<file path="src/hdl/xxh_pkg.sv">
// ----------------------------------------------------------------------------
// xxh_pkg
// shared constants, datapath command codes and control structs for the
// xxh64 stream hash
// ----------------------------------------------------------------------------
package xxh_pkg;

  localparam logic [63:0] PRIME1 = 64'd11400714785074694791;
  localparam logic [63:0] PRIME2 = 64'd14029467366897019727;
  localparam logic [63:0] PRIME3 = 64'd1609587929392839161;
  localparam logic [63:0] PRIME4 = 64'd9650029242287828579;
  localparam logic [63:0] PRIME5 = 64'd2870177450012600261;

  localparam int unsigned STRIPE_BYTES = 32;

  typedef enum logic [3:0] {
    X_HOLD,
    X_LOAD_BUF,
    X_LOAD_LANE,
    X_LOAD_TAIL32,
    X_LOAD_BYTE,
    X_MUL_RES,
    X_ADD_LANE_ROT,
    X_ROT,
    X_MIX,
    X_AVAL
  } x_op_e;

  typedef enum logic [2:0] {
    H_HOLD,
    H_MERGE,
    H_SEED,
    H_ADD_TOTAL,
    H_FROM_X
  } h_op_e;

  typedef enum logic [1:0] {
    K_P1,
    K_P2,
    K_P3,
    K_P5
  } ksel_e;

  typedef enum logic [1:0] {
    C_ZERO,
    C_P3,
    C_P4
  } csel_e;

  typedef enum logic [1:0] {
    R_NONE,
    R_27,
    R_23,
    R_11
  } rsel_e;

  typedef enum logic [1:0] {
    SH_33,
    SH_29,
    SH_32
  } shsel_e;

  typedef struct packed {
    x_op_e       x_op;
    h_op_e       h_op;
    ksel_e       ksel;
    csel_e       csel;
    rsel_e       rsel;
    shsel_e      shsel;
    logic [2:0]  idx;
    logic        accept;
    logic        lane_wr;
    logic        restart;
    logic        mul_start;
    logic        out_load;
  } cmd_t;

  typedef struct packed {
    logic [1:0] buffered;
    logic [3:0] tail_n;
    logic       long_msg;
    logic       mul_done;
  } status_t;

  function automatic logic [63:0] rotl64(input logic [63:0] x, input int unsigned r);
    return (x << r) | (x >> (64 - r));
  endfunction

  function automatic logic [63:0] kval(input ksel_e k);
    logic [63:0] v;
    case (k)
      K_P1:    v = PRIME1;
      K_P2:    v = PRIME2;
      K_P3:    v = PRIME3;
      K_P5:    v = PRIME5;
      default: v = PRIME1;
    endcase
    return v;
  endfunction

  function automatic logic [63:0] cval(input csel_e c);
    logic [63:0] v;
    case (c)
      C_ZERO:  v = 64'd0;
      C_P3:    v = PRIME3;
      C_P4:    v = PRIME4;
      default: v = 64'd0;
    endcase
    return v;
  endfunction

endpackage

</file>
<file path="src/hdl/xxh_ctrl.sv">
// ----------------------------------------------------------------------------
// xxh_ctrl
// sequencer for stripe rounds, lane merge, tail rounds and final avalanche;
// owns both handshakes
// ----------------------------------------------------------------------------
module xxh_ctrl (
  input  logic             clk_i,
  input  logic             rst_ni,
  input  logic             in_valid_i,
  input  logic             last_word_i,
  input  logic [3:0]       byte_count_i,
  output logic             in_stall_o,
  output logic             out_valid_o,
  input  logic             out_stall_i,
  input  xxh_pkg::status_t status_i,
  output xxh_pkg::cmd_t    cmd_o
);

  localparam logic [4:0] S_IDLE    = 5'd0;
  localparam logic [4:0] S_R_LOAD  = 5'd1;
  localparam logic [4:0] S_R_MULA  = 5'd2;
  localparam logic [4:0] S_R_MID   = 5'd3;
  localparam logic [4:0] S_R_MULB  = 5'd4;
  localparam logic [4:0] S_R_WR    = 5'd5;
  localparam logic [4:0] S_R_MIX   = 5'd6;
  localparam logic [4:0] S_R_MULC  = 5'd7;
  localparam logic [4:0] S_R_FIN   = 5'd8;
  localparam logic [4:0] S_F_START = 5'd9;
  localparam logic [4:0] S_F_MERGE = 5'd10;
  localparam logic [4:0] S_F_TOTAL = 5'd11;
  localparam logic [4:0] S_F_TAIL  = 5'd12;
  localparam logic [4:0] S_A_SHIFT = 5'd13;
  localparam logic [4:0] S_A_MUL   = 5'd14;
  localparam logic [4:0] S_A_STORE = 5'd15;
  localparam logic [4:0] S_OUT     = 5'd16;

  localparam logic [2:0] M_STRIPE = 3'd0;
  localparam logic [2:0] M_MERGE  = 3'd1;
  localparam logic [2:0] M_BUF    = 3'd2;
  localparam logic [2:0] M_TAIL4  = 3'd3;
  localparam logic [2:0] M_BYTE   = 3'd4;

  logic [4:0] state_q, state_d;
  logic [2:0] mode_q, mode_d;
  logic [2:0] idx_q, idx_d;
  logic [1:0] aval_q, aval_d;
  logic       last_q, last_d;
  logic       mul_wait_q, mul_wait_d;
  logic       out_valid_q, out_valid_d;
  logic       push;
  logic       lane_mode;
  xxh_pkg::cmd_t cmd;

  assign push      = !last_word_i || byte_count_i[3];
  assign lane_mode = (mode_q == M_STRIPE) || (mode_q == M_MERGE) || (mode_q == M_BUF);

  always_comb begin
    state_d    = state_q;
    mode_d     = mode_q;
    idx_d      = idx_q;
    aval_d     = aval_q;
    last_d     = last_q;
    mul_wait_d = mul_wait_q;

    cmd           = '0;
    cmd.x_op      = xxh_pkg::X_HOLD;
    cmd.h_op      = xxh_pkg::H_HOLD;
    cmd.ksel      = xxh_pkg::K_P1;
    cmd.csel      = xxh_pkg::C_ZERO;
    cmd.rsel      = xxh_pkg::R_NONE;
    cmd.shsel     = xxh_pkg::SH_33;
    cmd.idx       = idx_q;

    case (state_q)
      S_IDLE: begin
        if (in_valid_i) begin
          cmd.accept = 1'b1;
          last_d     = last_word_i;
          if (push && status_i.buffered == 2'd3) begin
            mode_d  = M_STRIPE;
            idx_d   = 3'd0;
            state_d = S_R_LOAD;
          end else if (last_word_i) begin
            state_d = S_F_START;
          end
        end
      end

      S_R_LOAD: begin
        case (mode_q)
          M_MERGE: cmd.x_op = xxh_pkg::X_LOAD_LANE;
          M_TAIL4: cmd.x_op = xxh_pkg::X_LOAD_TAIL32;
          M_BYTE:  cmd.x_op = xxh_pkg::X_LOAD_BYTE;
          default: cmd.x_op = xxh_pkg::X_LOAD_BUF;
        endcase
        state_d = S_R_MULA;
      end

      S_R_MULA: begin
        case (mode_q)
          M_TAIL4: cmd.ksel = xxh_pkg::K_P1;
          M_BYTE:  cmd.ksel = xxh_pkg::K_P5;
          default: cmd.ksel = xxh_pkg::K_P2;
        endcase
        if (!mul_wait_q) begin
          cmd.mul_start = 1'b1;
          mul_wait_d    = 1'b1;
        end else if (status_i.mul_done) begin
          cmd.x_op   = xxh_pkg::X_MUL_RES;
          mul_wait_d = 1'b0;
          state_d    = lane_mode ? S_R_MID : S_R_MIX;
        end
      end

      S_R_MID: begin
        cmd.x_op = (mode_q == M_STRIPE) ? xxh_pkg::X_ADD_LANE_ROT : xxh_pkg::X_ROT;
        state_d  = S_R_MULB;
      end

      S_R_MULB: begin
        cmd.ksel = xxh_pkg::K_P1;
        if (!mul_wait_q) begin
          cmd.mul_start = 1'b1;
          mul_wait_d    = 1'b1;
        end else if (status_i.mul_done) begin
          cmd.x_op   = xxh_pkg::X_MUL_RES;
          mul_wait_d = 1'b0;
          state_d    = (mode_q == M_STRIPE) ? S_R_WR : S_R_MIX;
        end
      end

      S_R_WR: begin
        cmd.lane_wr = 1'b1;
        if (idx_q == 3'd3) begin
          state_d = last_q ? S_F_START : S_IDLE;
        end else begin
          idx_d   = idx_q + 3'd1;
          state_d = S_R_LOAD;
        end
      end

      S_R_MIX: begin
        cmd.x_op = xxh_pkg::X_MIX;
        case (mode_q)
          M_BUF:   cmd.rsel = xxh_pkg::R_27;
          M_TAIL4: cmd.rsel = xxh_pkg::R_23;
          M_BYTE:  cmd.rsel = xxh_pkg::R_11;
          default: cmd.rsel = xxh_pkg::R_NONE;
        endcase
        state_d = S_R_MULC;
      end

      S_R_MULC: begin
        cmd.ksel = (mode_q == M_TAIL4) ? xxh_pkg::K_P2 : xxh_pkg::K_P1;
        if (!mul_wait_q) begin
          cmd.mul_start = 1'b1;
          mul_wait_d    = 1'b1;
        end else if (status_i.mul_done) begin
          cmd.x_op   = xxh_pkg::X_MUL_RES;
          mul_wait_d = 1'b0;
          state_d    = S_R_FIN;
        end
      end

      S_R_FIN: begin
        cmd.h_op = xxh_pkg::H_FROM_X;
        case (mode_q)
          M_TAIL4: cmd.csel = xxh_pkg::C_P3;
          M_BYTE:  cmd.csel = xxh_pkg::C_ZERO;
          default: cmd.csel = xxh_pkg::C_P4;
        endcase
        case (mode_q)
          M_MERGE: begin
            if (idx_q == 3'd3) begin
              state_d = S_F_TOTAL;
            end else begin
              idx_d   = idx_q + 3'd1;
              state_d = S_R_LOAD;
            end
          end
          M_BUF: begin
            if ({1'b0, idx_q[1:0]} + 3'd1 == {1'b0, status_i.buffered}) begin
              state_d = S_F_TAIL;
            end else begin
              idx_d   = idx_q + 3'd1;
              state_d = S_R_LOAD;
            end
          end
          M_TAIL4: begin
            if (status_i.tail_n > 4'd4) begin
              mode_d  = M_BYTE;
              idx_d   = 3'd4;
              state_d = S_R_LOAD;
            end else begin
              state_d = S_A_SHIFT;
            end
          end
          default: begin
            if ({1'b0, idx_q} + 4'd1 == status_i.tail_n) begin
              state_d = S_A_SHIFT;
            end else begin
              idx_d   = idx_q + 3'd1;
              state_d = S_R_LOAD;
            end
          end
        endcase
      end

      S_F_START: begin
        aval_d = 2'd0;
        idx_d  = 3'd0;
        if (status_i.long_msg) begin
          state_d = S_F_MERGE;
        end else begin
          cmd.h_op = xxh_pkg::H_SEED;
          state_d  = S_F_TOTAL;
        end
      end

      S_F_MERGE: begin
        cmd.h_op = xxh_pkg::H_MERGE;
        if (idx_q == 3'd3) begin
          mode_d  = M_MERGE;
          idx_d   = 3'd0;
          state_d = S_R_LOAD;
        end else begin
          idx_d = idx_q + 3'd1;
        end
      end

      S_F_TOTAL: begin
        cmd.h_op = xxh_pkg::H_ADD_TOTAL;
        idx_d    = 3'd0;
        if (status_i.buffered != 2'd0) begin
          mode_d  = M_BUF;
          state_d = S_R_LOAD;
        end else begin
          state_d = S_F_TAIL;
        end
      end

      S_F_TAIL: begin
        idx_d = 3'd0;
        if (status_i.tail_n >= 4'd4) begin
          mode_d  = M_TAIL4;
          state_d = S_R_LOAD;
        end else if (status_i.tail_n != 4'd0) begin
          mode_d  = M_BYTE;
          state_d = S_R_LOAD;
        end else begin
          state_d = S_A_SHIFT;
        end
      end

      S_A_SHIFT: begin
        cmd.x_op = xxh_pkg::X_AVAL;
        case (aval_q)
          2'd0:    cmd.shsel = xxh_pkg::SH_33;
          2'd1:    cmd.shsel = xxh_pkg::SH_29;
          default: cmd.shsel = xxh_pkg::SH_32;
        endcase
        state_d = (aval_q == 2'd2) ? S_OUT : S_A_MUL;
      end

      S_A_MUL: begin
        cmd.ksel = (aval_q == 2'd0) ? xxh_pkg::K_P2 : xxh_pkg::K_P3;
        if (!mul_wait_q) begin
          cmd.mul_start = 1'b1;
          mul_wait_d    = 1'b1;
        end else if (status_i.mul_done) begin
          cmd.x_op   = xxh_pkg::X_MUL_RES;
          mul_wait_d = 1'b0;
          state_d    = S_A_STORE;
        end
      end

      S_A_STORE: begin
        cmd.h_op = xxh_pkg::H_FROM_X;
        cmd.csel = xxh_pkg::C_ZERO;
        aval_d   = aval_q + 2'd1;
        state_d  = S_A_SHIFT;
      end

      S_OUT: begin
        if (!out_valid_q || !out_stall_i) begin
          cmd.out_load = 1'b1;
          cmd.restart  = 1'b1;
          state_d      = S_IDLE;
        end
      end

      default: begin
        state_d = S_IDLE;
      end
    endcase
  end

  always_comb begin
    if (cmd.out_load) begin
      out_valid_d = 1'b1;
    end else if (!out_stall_i) begin
      out_valid_d = 1'b0;
    end else begin
      out_valid_d = out_valid_q;
    end
  end

  always_ff @(posedge clk_i or negedge rst_ni) begin
    if (!rst_ni) begin
      state_q     <= S_IDLE;
      mode_q      <= M_STRIPE;
      idx_q       <= 3'd0;
      aval_q      <= 2'd0;
      last_q      <= 1'b0;
      mul_wait_q  <= 1'b0;
      out_valid_q <= 1'b0;
    end else begin
      state_q     <= state_d;
      mode_q      <= mode_d;
      idx_q       <= idx_d;
      aval_q      <= aval_d;
      last_q      <= last_d;
      mul_wait_q  <= mul_wait_d;
      out_valid_q <= out_valid_d;
    end
  end

  assign in_stall_o  = (state_q != S_IDLE);
  assign out_valid_o = out_valid_q;
  assign cmd_o       = cmd;

  a_wait_in_mul_state : assert property (@(posedge clk_i) disable iff (!rst_ni)
    mul_wait_q |-> (state_q == S_R_MULA || state_q == S_R_MULB ||
                    state_q == S_R_MULC || state_q == S_A_MUL))
    else $error("multiply wait flag outside a multiply step");

  a_word_from_out_state : assert property (@(posedge clk_i) disable iff (!rst_ni)
    $rose(out_valid_q) |-> $past(state_q == S_OUT))
    else $error("digest word raised outside output step");

  a_lane_write_in_stripe : assert property (@(posedge clk_i) disable iff (!rst_ni)
    (state_q == S_R_WR) |-> (mode_q == M_STRIPE))
    else $error("lane write outside a stripe round");

endmodule

</file>
<file path="config.mk">
export PLATFORM = sky130hd
export DESIGN_NAME = xxh_ctrl
export DESIGN_NICKNAME = d
export VERILOG_FILES = /design/src/hdl/xxh_pkg.sv /design/src/hdl/xxh_ctrl.sv
export SDC_FILE = /design/constraint.sdc
export NUM_CORES = 1
export LEC_CHECK = 0
export BUFFER_PORTS_ARGS = -buffer_cell sky130_fd_sc_hd__buf_2
export CORE_MARGIN = 2
export CORE_UTILIZATION = 50
export CTS_CLUSTER_SIZE = 10
export DETAILED_ROUTE_END_ITERATION = 6
export HOLD_SLACK_MARGIN = 0.12
export PLACE_DENSITY_LB_ADDON = 0.05
export SKIP_LAST_GASP = 1
export SLEW_MARGIN = 20
export SYNTH_ARGS = -nofsm -noshare
export SYNTH_HDL_FRONTEND = slang
export SYNTH_SLANG_ARGS = --single-unit
export TNS_END_PERCENT = 20
</file>
<file path="constraint.sdc">
create_clock -name clk_i -period 2.6 [get_ports clk_i]
set_clock_uncertainty 0.15 [all_clocks]
set_input_delay 0.52 -clock clk_i [delete_from_list [all_inputs] [get_ports clk_i]]
set_output_delay 0.52 -clock clk_i [all_outputs]
set_load 0.02 [all_outputs]
</file>
==> impl_metrics.toml <==
[synthesis]
synth-seq-cells = 16
syn-mean-instance-area_um2 = 7.59
synth.yosys.seq_area_share_pct = 22.0
synth_top_area_share_pct = 22.0
synthFlopType = "dfrtp_1"
yosysTopAreaCell = "dfrtp_1"
synth_edf_count = 0
yosysUniqueCellTypes = 60
postSynthCellCount = 240
async_reset_ff_share_pct = 100
yosysWarnings = 0
netlist_area_um2 = 1820
synth_area_leaders = "dfrtp_1, ha_1, nand2_1"
synth.net_count = 265

[worst_hold_path]
min_path_type = "in2reg"

[placement]
place.gp.congestion = 0.960
dp_hpwl_mm = 4.20
port_buffers = 38
preCtsSetupSlack_ps = 232

[layout]
final_core_util_pct = 62.3
area_growth_pct = 16.8
fin_nets = 304
antenna_cells = 0
drive_gt1_share_pct = 25.5

[global_routing]
overflow = 0
grt_max_degree = 19
grt_usage_pct = 27.6
grt_pass1_wl_mm = 8.91
grt_pass1_vias = 1774
antenna_found_initial = 0

[critical_path]
critPathRequiredTime_ps = 1930
cpMaxStageDelayCell = "dfrtp_1"
setup.worst_path.end_class = "primary output"
cp_max_fo = 10
cp_cell_sequence = "buf_4 -> and3b_1 -> nand2_1 -> nor3_1 -> buf_2"
critPathLaunchType = "flop"
r2r_slack_ps = 240
critPathKind = "reg2out"
arrival_ps = 1870
max_stage_delay_ps = 540

[timing]
maxSlewViolCount = 0
setup_violations = 0
finalHoldViolCount = 0
layout_setup_ws_ps = 56.9
tightest_slew_ps = 596
period_share_pct = 97.8
period_needed_ps = 2540
rsz0062_at_grt = "true"
max_slew_margin_pct = 59.8
hold_slack_ps = 337
fmax_mhz = 393
tns_ps = 0

[flow_run]
max_cap_violations = 0

[clock_network]
htree_levels = 1
cts_setup_buffers = 0
clk_latency_ps = 300
root_buffer = "clkbuf_4"
cts_tree = "yes"
cts_sinks = 16
clk_pin_slew_ps = 110
cts.path.max_buffers = 2
numCtsBuffers = 3

[detailed_routing]
wirelength_mm = 5.44
vias = 2004
wire_per_inst_um = 16.8
drc_errors = 0
ant_nets = 0
viasPerCell = 6.19
drt_iter0_drc = 135
dr.pass1.iters = 5

[floorplan]
die_y_um = 64.3
io_pins = 42
start_util_pct = 53.3
die_area_um2 = 4140
die_x_um = 64.3
coreArea_um2 = 3420
num_rows = 21

[pwr]
comb_power_share_pct = 70.6
p_int_uw = 1240
power_leakage_uw = 0.00101
switching_share_pct = 52.9
power.switching_uw = 1390
power_uw = 2620
ir_drop_mv = 0.657
clockPowerShare_pct = 6.9
seqPwrFrac_pct = 22.5
power_density_nw_per_um2 = 1230

[outcome]
run_status = "finished, final reports clean"
synth_stat cells, types with 4 or more instances:
master and number:
nand2_1 18, nor2_1 18, inv_1 17, dfrtp_1 16, o21ai_0 13, nand3_1 12
nor3_1 12, a21oi_1 9, ha_1 8, nor2b_1 7, clkbuf_1 6, o22ai_1 6
nand2b_1 5, xnor2_1 5, a22oi_1 4, buf_2 4, buf_4 4, o21a_1 4
xor2_1 4
kinds of logic (layout without fill, tap and decap cells):
family,after synthesis,count (layout),share of synthesized area (%)
adders and majority gates,8,8,5.50
xor gates and xnor gates,9,9,4.33
and+or+nand+nor,97,97,28.7
DFF,16,16,22.0
buffers and inverters,33,71,7.90
muxes,8,8,4.74
AOI/OAI and AO/OA,69,69,26.8
power by group through the flow:
stage	sequential, uW	combinational (uW)	clock (uW)
finish	590	1850	180
CTS	574	1830	176
global route	615	2040	196
detailed placement	578	1820	0
floorplan	445	1470	0
global placement	574	1820	0
layout by cell type (no fill, tap or decap), drive strengths merged, types with 3 or more instances in the layout:
| master | count |
|---|---|
| a221oi | 3 |
| ha | 8 |
| dfrtp | 16 |
| a22o | 3 |
| nand2 | 18 |
| nand3 | 12 |
| nor3 | 14 |
| xor2 | 4 |
| nand4 | 4 |
| clkbuf | 4 |
| o21ai | 14 |
| o211ai | 4 |
| nor2 | 19 |
| buf | 49 |
| a22oi | 4 |
| nor4 | 3 |
| nor2b | 7 |
| a21oi | 9 |
| mux2i | 3 |
| xnor2 | 5 |
| nand2b | 5 |
| inv | 17 |
| o22ai | 6 |
| o21a | 4 |
| mux2 | 5 |
| a31oi | 3 |
final cells by class:
cell class | count | area, um2
clock buffer | 4 | 36.3
fill | 336 | 1290
inverter | 17 | 63.8
multi-input combinational | 191 | 1280
sequential | 16 | 405
tap | 46 | 57.6
timing repair buffer | 50 | 283
critical path, delay by kind of cell (launching register included):
| family | cells | cell delay, ps |
|---|---|---|
| simple gates | 3 | 600 |
| flops | 1 | 540 |
| buf+inv | 2 | 420 |
per-stage QoR:
| step | instances | instance area (um2) |
|---|---|---|
| 6_report | 324 | 2130 |
| 5_1_grt | 324 | 2130 |
| 4_1_cts | 324 | 2120 |
| 3_5_place_dp | 319 | 2070 |
| 3_3_place_gp | 319 | 2070 |
| 2_1_floorplan | 240 | 1820 |
registers in the layout, indices dropped and copies added (netlist names):
| name | count |
|---|---|
| aval_q | 2 |
| idx_q | 3 |
| last_q | 1 |
| mode_q | 3 |
| mul_wait_q | 1 |
| out_valid_o | 1 |
| state_q | 5 |
what timing repair did:
action / 4_1_cts / 5_1_grt
endpoints found under the setup margin: 7 / 13
gates resized for setup: 2 / 3
hold buffers: 1 / 0
cloned: 0 / 0
endpoints found under the hold margin: 16 / 0
routing by layer:
metal / share of wire, % / track usage, %
met1: 48 / 43.2
met2: 43 / 38.3
met3: 8.1 / 4.40
met4: 1.6 / 8.24
met5: 0 / 0
final timing paths:
check,startpoint,to,cells past startpoint
setup reg to reg,idx_q[1],idx_q[0],7
hold / removal,last_word_i,last_q,2
max in group asynchronous,rst_ni,state_q[2],2
hold reg to reg,aval_q[1],aval_q[1],1
setup / recovery,state_q[4],cmd_o[9],5
min in group asynchronous,rst_ni,mul_wait_q,2
No activity file was read; power rests on OpenSTA's default activity.
